--- src/hw/rtl/alfs_pkg.sv ---
package alfs_pkg;

    // Fixed field widths.
    localparam int CHAN_W    = 8;
    localparam int INTEN_W   = 9;
    localparam int CFG_W     = 7;
    localparam int PIX_W     = 24;
    localparam int PIX_BIT_W = 5;
    localparam int SYM_W     = 2;
    localparam int FUNC_W    = 2;

    // Intensity clamp limits in Q8.
    localparam logic [INTEN_W-1:0] INTENSITY_ONE = 9'd256;
    localparam logic [INTEN_W-1:0] INTENSITY_MIN = 9'd3;

    // Operation codes.
    localparam logic [FUNC_W-1:0] FUNC_SET   = 2'd0;
    localparam logic [FUNC_W-1:0] FUNC_APPLY = 2'd1;
    localparam logic [FUNC_W-1:0] FUNC_TICK  = 2'd2;

    // Line symbol codes.
    localparam logic [SYM_W-1:0] SYM_ZERO = 2'd0;
    localparam logic [SYM_W-1:0] SYM_ONE  = 2'd1;
    localparam logic [SYM_W-1:0] SYM_TERM = 2'd2;

    // Configuration register indexes.
    localparam logic CFG_PIXEL_COUNT = 1'b0;
    localparam logic CFG_COLOR_ORDER = 1'b1;

    // Channel order codes.
    localparam logic [1:0] ORDER_BGR = 2'd1;
    localparam logic [1:0] ORDER_BRG = 2'd2;

    // Sequencer states.
    typedef enum logic [5:0] {
        S_CLEAR    = 6'b000001,
        S_IDLE     = 6'b000010,
        S_MUL      = 6'b000100,
        S_RD       = 6'b001000,
        S_WR       = 6'b010000,
        S_TICK_OUT = 6'b100000
    } t_state;

endpackage

--- src/hw/rtl/alfs_ram.sv ---
module alfs_ram #(
    parameter int WIDTH = 24,
    parameter int DEPTH = 64
) (
    input  logic                                    i_clk,
    input  logic                                    i_we,
    input  logic [(DEPTH > 1 ? $clog2(DEPTH) : 1)-1:0] i_waddr,
    input  logic [WIDTH-1:0]                        i_wdata,
    input  logic [(DEPTH > 1 ? $clog2(DEPTH) : 1)-1:0] i_raddr,
    output logic [WIDTH-1:0]                        o_rdata
);

    logic [WIDTH-1:0] r_mem [DEPTH];
    logic [WIDTH-1:0] r_rdata;

    // One write port and one registered read port.
    always_ff @(posedge i_clk) begin
        if (i_we) begin
            r_mem[i_waddr] <= i_wdata;
        end
        r_rdata <= r_mem[i_raddr];
    end

    assign o_rdata = r_rdata;

endmodule

--- src/hw/rtl/addressable_led_frame_serializer.sv ---
// Channel   | Direction | Handshake            | Ports
// ----------+-----------+----------------------+-----------------------------------------
// command   | in        | i_start & !o_busy    | i_func, i_red, i_green, i_blue, i_alpha,
//           |           |                      | i_intensity_q8, i_all_pixels, i_pixel_index
// result    | out       | o_valid, one cycle   | o_symbol, o_frame_last
// config    | in        | i_cfg_we             | i_cfg_index, i_cfg_data
//
// A tick does one registered read of the pixel RAM, then the symbol is registered out.
// A tick that ends the frame, an apply and unused codes are handled from idle alone.
// A single-pixel set: the shared 8x9 multiplier scales one channel per cycle, then a
// read-compare-write of the RAM follows; an index past the strip skips the RAM.
// A set of all pixels does the read-compare-write once for every pixel of the strip.
// After reset the block is busy while it writes zero to every RAM entry.
// Results cannot be held off; each is shown for exactly one cycle.
module addressable_led_frame_serializer
    import alfs_pkg::*;
#(
    parameter int MAX_PIXELS     = 64,
    parameter int BITS_PER_PIXEL = 24
) (
    input  logic                i_clk,
    input  logic                i_rst_n,
    input  logic                i_start,
    output logic                o_busy,
    input  logic [FUNC_W-1:0]   i_func,
    input  logic [CHAN_W-1:0]   i_red,
    input  logic [CHAN_W-1:0]   i_green,
    input  logic [CHAN_W-1:0]   i_blue,
    input  logic [CHAN_W-1:0]   i_alpha,
    input  logic [INTEN_W-1:0]  i_intensity_q8,
    input  logic                i_all_pixels,
    input  logic [5:0]          i_pixel_index,
    output logic                o_valid,
    output logic [SYM_W-1:0]    o_symbol,
    output logic                o_frame_last,
    input  logic                i_cfg_we,
    input  logic                i_cfg_index,
    input  logic [CFG_W-1:0]    i_cfg_data
);

    localparam int AW  = (MAX_PIXELS > 1) ? $clog2(MAX_PIXELS) : 1;
    localparam int CW  = $clog2(MAX_PIXELS + 1);
    localparam int WW  = (CW > CFG_W) ? CW : CFG_W;
    localparam int SBW = $clog2(BITS_PER_PIXEL);
    localparam logic [SBW-1:0] BIT_TOP = SBW'(BITS_PER_PIXEL - 1);
    localparam logic [CW-1:0]  POS_END = CW'(MAX_PIXELS - 1);

    t_state               r_state, n_state;
    logic [CFG_W-1:0]     r_pixel_count;
    logic [1:0]           r_color_order;
    logic                 r_flag, n_flag;
    logic                 r_frame_active, n_frame_active;
    logic [CW-1:0]        r_send_pixel, n_send_pixel;
    logic [SBW-1:0]       r_send_bit, n_send_bit;
    logic [CW-1:0]        r_pos, n_pos;
    logic [1:0]           r_ch, n_ch;
    logic                 r_valid, n_valid;
    logic [SYM_W-1:0]     r_symbol, n_symbol;
    logic                 r_frame_last, n_frame_last;

    // Payload of a set command.
    logic [CHAN_W-1:0]    r_chan [3];
    logic [CHAN_W-1:0]    r_scl  [3];
    logic [INTEN_W-1:0]   r_factor;
    logic                 r_black;
    logic                 r_all;
    logic                 r_go;

    logic                 w_accept;
    logic [WW-1:0]        w_count_w;
    logic [CW-1:0]        w_count;
    logic [INTEN_W-1:0]   w_factor;
    logic [16:0]          w_prod;
    logic [PIX_W-1:0]     w_word;
    logic [PIX_W-1:0]     w_rdata;
    logic                 w_we;
    logic [AW-1:0]        w_waddr;
    logic [PIX_W-1:0]     w_wdata;
    logic [AW-1:0]        w_raddr;
    logic                 w_pix_bit;
    logic [CW:0]          w_pos_inc;

    assign w_accept = i_start && !o_busy;
    assign o_busy   = (r_state != S_IDLE);
    assign o_valid      = r_valid;
    assign o_symbol     = r_symbol;
    assign o_frame_last = r_frame_last;

    // Effective pixel count saturates at the store depth.
    assign w_count_w = (WW'(r_pixel_count) > WW'(MAX_PIXELS)) ? WW'(MAX_PIXELS)
                                                               : WW'(r_pixel_count);
    assign w_count   = w_count_w[CW-1:0];

    // Intensity clamped to the Q8 range 3..256.
    always_comb begin
        if (i_intensity_q8 > INTENSITY_ONE) begin
            w_factor = INTENSITY_ONE;
        end else if (i_intensity_q8 < INTENSITY_MIN) begin
            w_factor = INTENSITY_MIN;
        end else begin
            w_factor = i_intensity_q8;
        end
    end

    // Shared multiplier: one channel is scaled per cycle.
    assign w_prod = 17'(r_chan[r_ch]) * 17'(r_factor);

    // Channel order for the strip word.
    always_comb begin
        case (r_color_order)
            ORDER_BGR: w_word = {r_scl[2], r_scl[1], r_scl[0]};
            ORDER_BRG: w_word = {r_scl[2], r_scl[0], r_scl[1]};
            default:   w_word = {r_scl[0], r_scl[1], r_scl[2]};
        endcase
        if (r_black) begin
            w_word = '0;
        end
    end

    // Pixel RAM port control.
    assign w_we    = (r_state == S_CLEAR) || (r_state == S_WR);
    assign w_waddr = r_pos[AW-1:0];
    assign w_wdata = (r_state == S_WR) ? w_word : '0;
    assign w_raddr = (r_state == S_IDLE) ? r_send_pixel[AW-1:0] : r_pos[AW-1:0];

    alfs_ram #(
        .WIDTH(PIX_W),
        .DEPTH(MAX_PIXELS)
    ) u_store (
        .i_clk  (i_clk),
        .i_we   (w_we),
        .i_waddr(w_waddr),
        .i_wdata(w_wdata),
        .i_raddr(w_raddr),
        .o_rdata(w_rdata)
    );

    // Bits above the stored word go out as zero bits.
    assign w_pix_bit = (r_send_bit < SBW'(PIX_W)) ? w_rdata[r_send_bit[PIX_BIT_W-1:0]] : 1'b0;
    assign w_pos_inc = {1'b0, r_pos} + (CW+1)'(1);

    // Sequencer next state.
    always_comb begin
        n_state        = r_state;
        n_flag         = r_flag;
        n_frame_active = r_frame_active;
        n_send_pixel   = r_send_pixel;
        n_send_bit     = r_send_bit;
        n_pos          = r_pos;
        n_ch           = r_ch;
        n_valid        = 1'b0;
        n_symbol       = r_symbol;
        n_frame_last   = r_frame_last;
        case (r_state)
            S_CLEAR: begin
                n_pos = w_pos_inc[CW-1:0];
                if (r_pos == POS_END) begin
                    n_state = S_IDLE;
                end
            end
            S_IDLE: begin
                if (w_accept) begin
                    case (i_func)
                        FUNC_SET: begin
                            n_state = S_MUL;
                            n_ch    = 2'd0;
                            n_pos   = i_all_pixels ? '0 : CW'(i_pixel_index);
                        end
                        FUNC_APPLY: begin
                            if (r_flag) begin
                                n_flag         = 1'b0;
                                n_frame_active = 1'b1;
                                n_send_pixel   = '0;
                                n_send_bit     = BIT_TOP;
                            end
                        end
                        FUNC_TICK: begin
                            if (r_frame_active) begin
                                if (r_send_pixel < w_count) begin
                                    n_state = S_TICK_OUT;
                                end else begin
                                    n_valid        = 1'b1;
                                    n_symbol       = SYM_TERM;
                                    n_frame_last   = 1'b1;
                                    n_frame_active = 1'b0;
                                    n_send_pixel   = '0;
                                    n_send_bit     = BIT_TOP;
                                end
                            end
                        end
                        default: begin
                        end
                    endcase
                end
            end
            S_MUL: begin
                n_ch = r_ch + 2'd1;
                if (r_ch == 2'd2) begin
                    n_state = r_go ? S_RD : S_IDLE;
                end
            end
            S_RD: begin
                n_state = S_WR;
            end
            S_WR: begin
                if (w_rdata != w_word) begin
                    n_flag = 1'b1;
                end
                n_pos = w_pos_inc[CW-1:0];
                if (r_all && (w_pos_inc < (CW+1)'(w_count))) begin
                    n_state = S_RD;
                end else begin
                    n_state = S_IDLE;
                end
            end
            S_TICK_OUT: begin
                n_state      = S_IDLE;
                n_valid      = 1'b1;
                n_symbol     = w_pix_bit ? SYM_ONE : SYM_ZERO;
                n_frame_last = 1'b0;
                if (r_send_bit == '0) begin
                    n_send_bit   = BIT_TOP;
                    n_send_pixel = r_send_pixel + CW'(1);
                end else begin
                    n_send_bit = r_send_bit - SBW'(1);
                end
            end
            default: begin
                n_state = S_IDLE;
            end
        endcase
    end

    // Control registers.
    always_ff @(posedge i_clk) begin
        if (!i_rst_n) begin
            r_state        <= S_CLEAR;
            r_flag         <= 1'b0;
            r_frame_active <= 1'b0;
            r_send_pixel   <= '0;
            r_send_bit     <= BIT_TOP;
            r_pos          <= '0;
            r_ch           <= '0;
            r_valid        <= 1'b0;
            r_pixel_count  <= '0;
            r_color_order  <= '0;
        end else begin
            r_state        <= n_state;
            r_flag         <= n_flag;
            r_frame_active <= n_frame_active;
            r_send_pixel   <= n_send_pixel;
            r_send_bit     <= n_send_bit;
            r_pos          <= n_pos;
            r_ch           <= n_ch;
            r_valid        <= n_valid;
            if (i_cfg_we) begin
                if (i_cfg_index == CFG_PIXEL_COUNT) begin
                    r_pixel_count <= i_cfg_data;
                end else if (i_cfg_index == CFG_COLOR_ORDER) begin
                    r_color_order <= i_cfg_data[1:0];
                end
            end
        end
    end

    // Payload registers.
    always_ff @(posedge i_clk) begin
        r_symbol     <= n_symbol;
        r_frame_last <= n_frame_last;
        if (w_accept && (i_func == FUNC_SET)) begin
            r_chan[0] <= i_red;
            r_chan[1] <= i_green;
            r_chan[2] <= i_blue;
            r_factor  <= w_factor;
            r_black   <= (i_intensity_q8 == '0) || (i_alpha == '0)
                         || ((i_red | i_green | i_blue) == '0);
            r_all     <= i_all_pixels;
            r_go      <= i_all_pixels ? (w_count != '0)
                                      : (WW'(i_pixel_index) < w_count_w);
        end
        if (r_state == S_MUL) begin
            r_scl[r_ch] <= w_prod[15:8];
        end
    end

    // A result only follows a tick.
    a_valid_from_tick: assert property (@(posedge i_clk) disable iff (!i_rst_n)
        r_valid |-> $past((r_state == S_TICK_OUT) || (w_accept && (i_func == FUNC_TICK))))
        else $error("result without a tick");

    // The terminator closes the frame.
    a_last_ends_frame: assert property (@(posedge i_clk) disable iff (!i_rst_n)
        (r_valid && r_frame_last) |-> !r_frame_active)
        else $error("frame still active after terminator");

    // With no frame active the sender waits at the first pixel.
    a_idle_sender: assert property (@(posedge i_clk) disable iff (!i_rst_n)
        !r_frame_active |-> ((r_send_pixel == '0) && (r_send_bit == BIT_TOP)))
        else $error("sender position off while no frame active");

endmodule
--- config.mk ---
export PLATFORM = sky130hd
export DESIGN_NAME = addressable_led_frame_serializer
export DESIGN_NICKNAME = d
export VERILOG_FILES = /design/src/hw/rtl/alfs_pkg.sv /design/src/hw/rtl/alfs_ram.sv /design/src/hw/rtl/addressable_led_frame_serializer.sv
export SDC_FILE = /design/constraint.sdc
export NUM_CORES = 2
export LEC_CHECK = 0
export BUFFER_PORTS_ARGS = -buffer_cell sky130_fd_sc_hd__buf_2
export CAP_MARGIN = 20
export CORE_UTILIZATION = 60
export CTS_BUF_LIST = sky130_fd_sc_hd__clkbuf_2 sky130_fd_sc_hd__clkbuf_4 sky130_fd_sc_hd__clkbuf_8
export DETAILED_ROUTE_END_ITERATION = 6
export PLACE_DENSITY = 0.78
export SYNTH_ARGS = -nofsm -noshare
export SYNTH_HDL_FRONTEND = slang
export SYNTH_HIERARCHICAL = 1
export SYNTH_SLANG_ARGS = --single-unit
--- constraint.sdc ---
create_clock -name i_clk -period 6.59 [get_ports i_clk]
set_input_delay 1.318 -clock i_clk [delete_from_list [all_inputs] [get_ports i_clk]]
set_output_delay 1.318 -clock i_clk [all_outputs]
set_load 0.01 [all_outputs]
==> tab_implementation.tex <==
\begin{tabular}{lr}
\hline
Metric & Value \\
\hline
\multicolumn{2}{l}{\textbf{Floorplanning}} \\
Die footprint & 114000 um2 \\
Area of the core & 111000 um2 \\
Effective utilization at floorplan & 0.607 \\
Vertical extent of the die & 337 um \\
Standard-cell rows & 122 \\
Width of the die & 337 um \\
I/O pin count & 67 \\
\multicolumn{2}{l}{\textbf{Synth}} \\
Netlist cell types & 87 \\
Count of warnings emitted by yosys & 6 \\
Yosys top cell area share & 0.711 \\
Post-synthesis average cell area & 19.3 um2 \\
Netlist area before placement & 67500 um2 \\
Top cells by area, synth & edfxtp\_1, mux4\_2, dfxtp\_1 \\
Portion of the post-synthesis area used by sequential elements & 0.730 \\
Post-synth EDFFs & 1598 \\
Synthesis-stage register bit count & 1663 \\
Instance count of the mapped netlist & 3493 \\
Most frequently used cell type in the post-synthesis netlist & edfxtp\_1 \\
Cell type with the largest total area after synthesis & edfxtp\_1 \\
Async SR Flop Fraction & 0 \\
Post-Syn Nets & 3652 \\
Ranking of synthesized cells by instance count & edfxtp\_1, mux4\_2, nor2\_1, nand2\_1, mux2i\_1 \\
Commonest register cell after synthesis & edfxtp\_1 \\
\multicolumn{2}{l}{\textbf{Global routing}} \\
Maximum number of pins on one net before global-route repair & 114 \\
Global-route usage over all layers & 0.286 \\
Number of global-route vias before repair & 36100 \\
Antenna violations before repair & 2 \\
Remaining global-route overflow & 0 \\
Wire length of the first global-routing pass & 234000 um \\
\multicolumn{2}{l}{\textbf{Clocking}} \\
Root buffer cell & clkbuf\_8 \\
Number of buffers inserted by post-CTS setup repair & 0 \\
Number of buffers created by CTS & 275 \\
Clock latency of the later-clocked register in the worst-skew pair & 0.97 ns \\
CTS Buffer Depth & 4 \\
Number of sinks handled by clock tree synthesis & 1663 \\
Number of gates given a new drive strength after cts & 0 \\
Clock transition time at the flip-flop clock pins of the worst setup and hold paths & 0.06 ns \\
Count of H-tree levels built during CTS & 5 \\
Number of buffers added to fix hold violations after cts & 0 \\
CTS tree & yes \\
\multicolumn{2}{l}{\textbf{Worst setup path}} \\
Chain of cells forming the critical path & mux2i\_1 > o21ai\_1 > and2\_1 > fa\_1 > fa\_1 > fa\_1 > inv\_1 > fa\_1 > inv\_1 > ha\_1 > nand2\_1 > o32ai\_2 > o22ai\_1 > nand2\_1 > nand2\_1 > a211o\_1 \\
Family of cells with the greatest summed delay on the critical path & adder cells \\
Worst endpoint required time & 7.25 ns \\
Launching element type of the critical path & flop \\
Reg-to-reg setup timing slack & 1.30 ns \\
Critical path's largest stage delay & 0.60 ns \\
Worst Path Class, Setup & reg -> reg \\
Category of the worst setup path capture point & flop \\
Buffering stage count on the worst path with inverters included & 2 \\
Cell type of the slowest stage on the worst timing path & dfxtp\_1 \\
Worst Path Max Fanout & 9 \\
Critical path arrival & 5.95 ns \\
Top cell by count, worst path & fa\_1 \\
\multicolumn{2}{l}{\textbf{Placed design}} \\
Post-DP HPWL & 94900 um \\
PortBufs & 66 \\
Placer congestion estimate & 0.894 \\
\multicolumn{2}{l}{\textbf{STA}} \\
Final critical delay including setup and external delays & 5.29 ns \\
Setup TNS after final layout & 0 ns \\
Final Skew & 0.0630 ns \\
Relative slew slack & 0.269 \\
Tcrit/Tclk final & 0.802 \\
Final-report max-slew violation count & 0 \\
Final setup violation count & 0 \\
Setup repair after global routing missed its margin & false \\
Maximum clock frequency & 189 MHz \\
Final-report hold violation count & 0 \\
Transition time at the pin with the least slew margin & 1.09 ns \\
\multicolumn{2}{l}{\textbf{Drt}} \\
Average routed wire per standard cell & 29.2 um \\
Final antenna-violating net count & 0 \\
Router iterations before antenna repair & 6 \\
Total Routed Length & 160000 um \\
Initial drt markers & 4288 \\
Total via count in the routed design & 36000 \\
Post-route DRC & 0 \\
Via-to-Cell Ratio & 6.60 \\
\multicolumn{2}{l}{\textbf{Layout}} \\
Layout Nets & 3951 \\
Fraction of layout cells with a size suffix above 1 & 0.277 \\
Final core occ & 0.678 \\
Layout overhead on the synthesized area & 11.6\% \\
\multicolumn{2}{l}{\textbf{Outcome}} \\
Outcome & finished, final reports clean \\
\multicolumn{2}{l}{\textbf{Power}} \\
Leak & 25.4 nW \\
Total power divided by cell area & 280 nW/um2 \\
Total power of the final layout & 0.0211 W \\
Maximum resistive drop on vdd & 0.000207 V \\
\multicolumn{2}{l}{\textbf{Worst hold path}} \\
Hold crit path type & reg -> reg \\
\multicolumn{2}{l}{\textbf{Run}} \\
Max-cap violation count & 0 \\
\hline
\end{tabular}
[worst reg2reg max path: cells and delay by family (launching register included)]
kind                     cells  cell delay [ns]
AND/OR/NAND/NOR              4             0.51
multiplexers                 1             0.14
AO/OA/AOI/OAI                4             1.27
flip-flops                   1             0.60
adder cells (fa/ha/maj)      5             2.42
buffers and inverters        2             0.10
[through the flow]
stage / std cells / instance area (um2) / worst slack, ns / hold WS, ns
2_1_floorplan: 3493 / 67500 / 1.72 / 0.435
3_3_place_gp: 4998 / 70000 / 1.39 / 0.455
3_5_place_dp: 5002 / 70100 / 1.29 / 0.457
4_1_cts: 5459 / 75300 / 1.25 / 0.467
5_1_grt: 5461 / 75300 / 0.965 / 0.509
6_report: 5462 / 75300 / 1.30 / 0.466
[per-layer routing]
metal | track usage | vias up | wire (um)
met1 | 0.400 | 18500 | 60400
met2 | 0.445 | 2368 | 75500
li1 | - | 14900 | -
met5 | 0 | - | 0
met4 | 0.117 | 0 | 5930
met3 | 0.0605 | 316 | 17900
[layout make-up]
type                    instances  area [um2]
multi-input cells            1588       17300
well taps                    1488        1860
clock buffers                 378        4630
diodes                          2        5.00
repair buffers                192        1440
inverters                      72         273
flip-flops and latches       1663       49300
clock inverters                79         527
fillers                      6809       35800
[cell families (layout without fill, tap and decap cells)]
family	Yosys count	count (layout)	synth area share
compound gates	371	371	0.0396
simple gates	579	579	0.0435
buf+inv	242	721	0.0198
other cells	0	2	0
xor+xnor	31	31	0.00402
flops	1663	1663	0.730
fa+ha+maj	97	97	0.0224
mux	510	510	0.140
[power by group]
part	internal [W]	total [W]	leakage (nW)	switching, W
combinational	0.000358	0.000902	6.50	0.000544
sequential	0.0115	0.0116	16.1	0.0000612
clock	0.00479	0.00863	2.72	0.00385
[cell usage in the layout, fill, tap and decap left out, types with 16 or more instances in the layout]
cell,n
a21oi_1,50
a221o_1,16
a221oi_1,58
a22oi_1,38
a31oi_1,17
and2_1,34
and3_1,17
buf_2,66
buf_4,114
clkbuf_4,91
clkbuf_8,287
clkinv_1,53
dfxtp_1,65
edfxtp_1,1598
fa_1,40
ha_1,57
inv_1,67
mux2_2,39
mux2i_1,123
mux4_2,343
nand2_1,145
nand3_1,37
nor2_1,79
nor2_2,47
nor2_4,29
nor2b_1,55
o21ai_0,39
o22ai_1,53
xor2_1,16
[final timing paths]
path | start | endpoint | depth (start not counted)
worst min-delay path | r_send_pixel[6] | r_send_pixel[6] | 1
worst min register to register | r_send_pixel[6] | r_send_pixel[6] | 1
worst max register to register | flop | r_scl[0][6] | 16
worst max-delay path | flop | r_scl[0][6] | 16
[flip-flops by register name (all words and copies together) (netlist names), 2 cells and up, named ones only]
name,cells
r_pixel_count,7
r_state,6
r_color_order,2
r_scl,24
r_ch,2
r_send_pixel,7
r_chan,24
r_pos,7
r_factor,9
u_store/r_mem,1536
r_send_bit,5
u_store/o_rdata,24
Note: power is estimated with default switching activity, not from simulation.
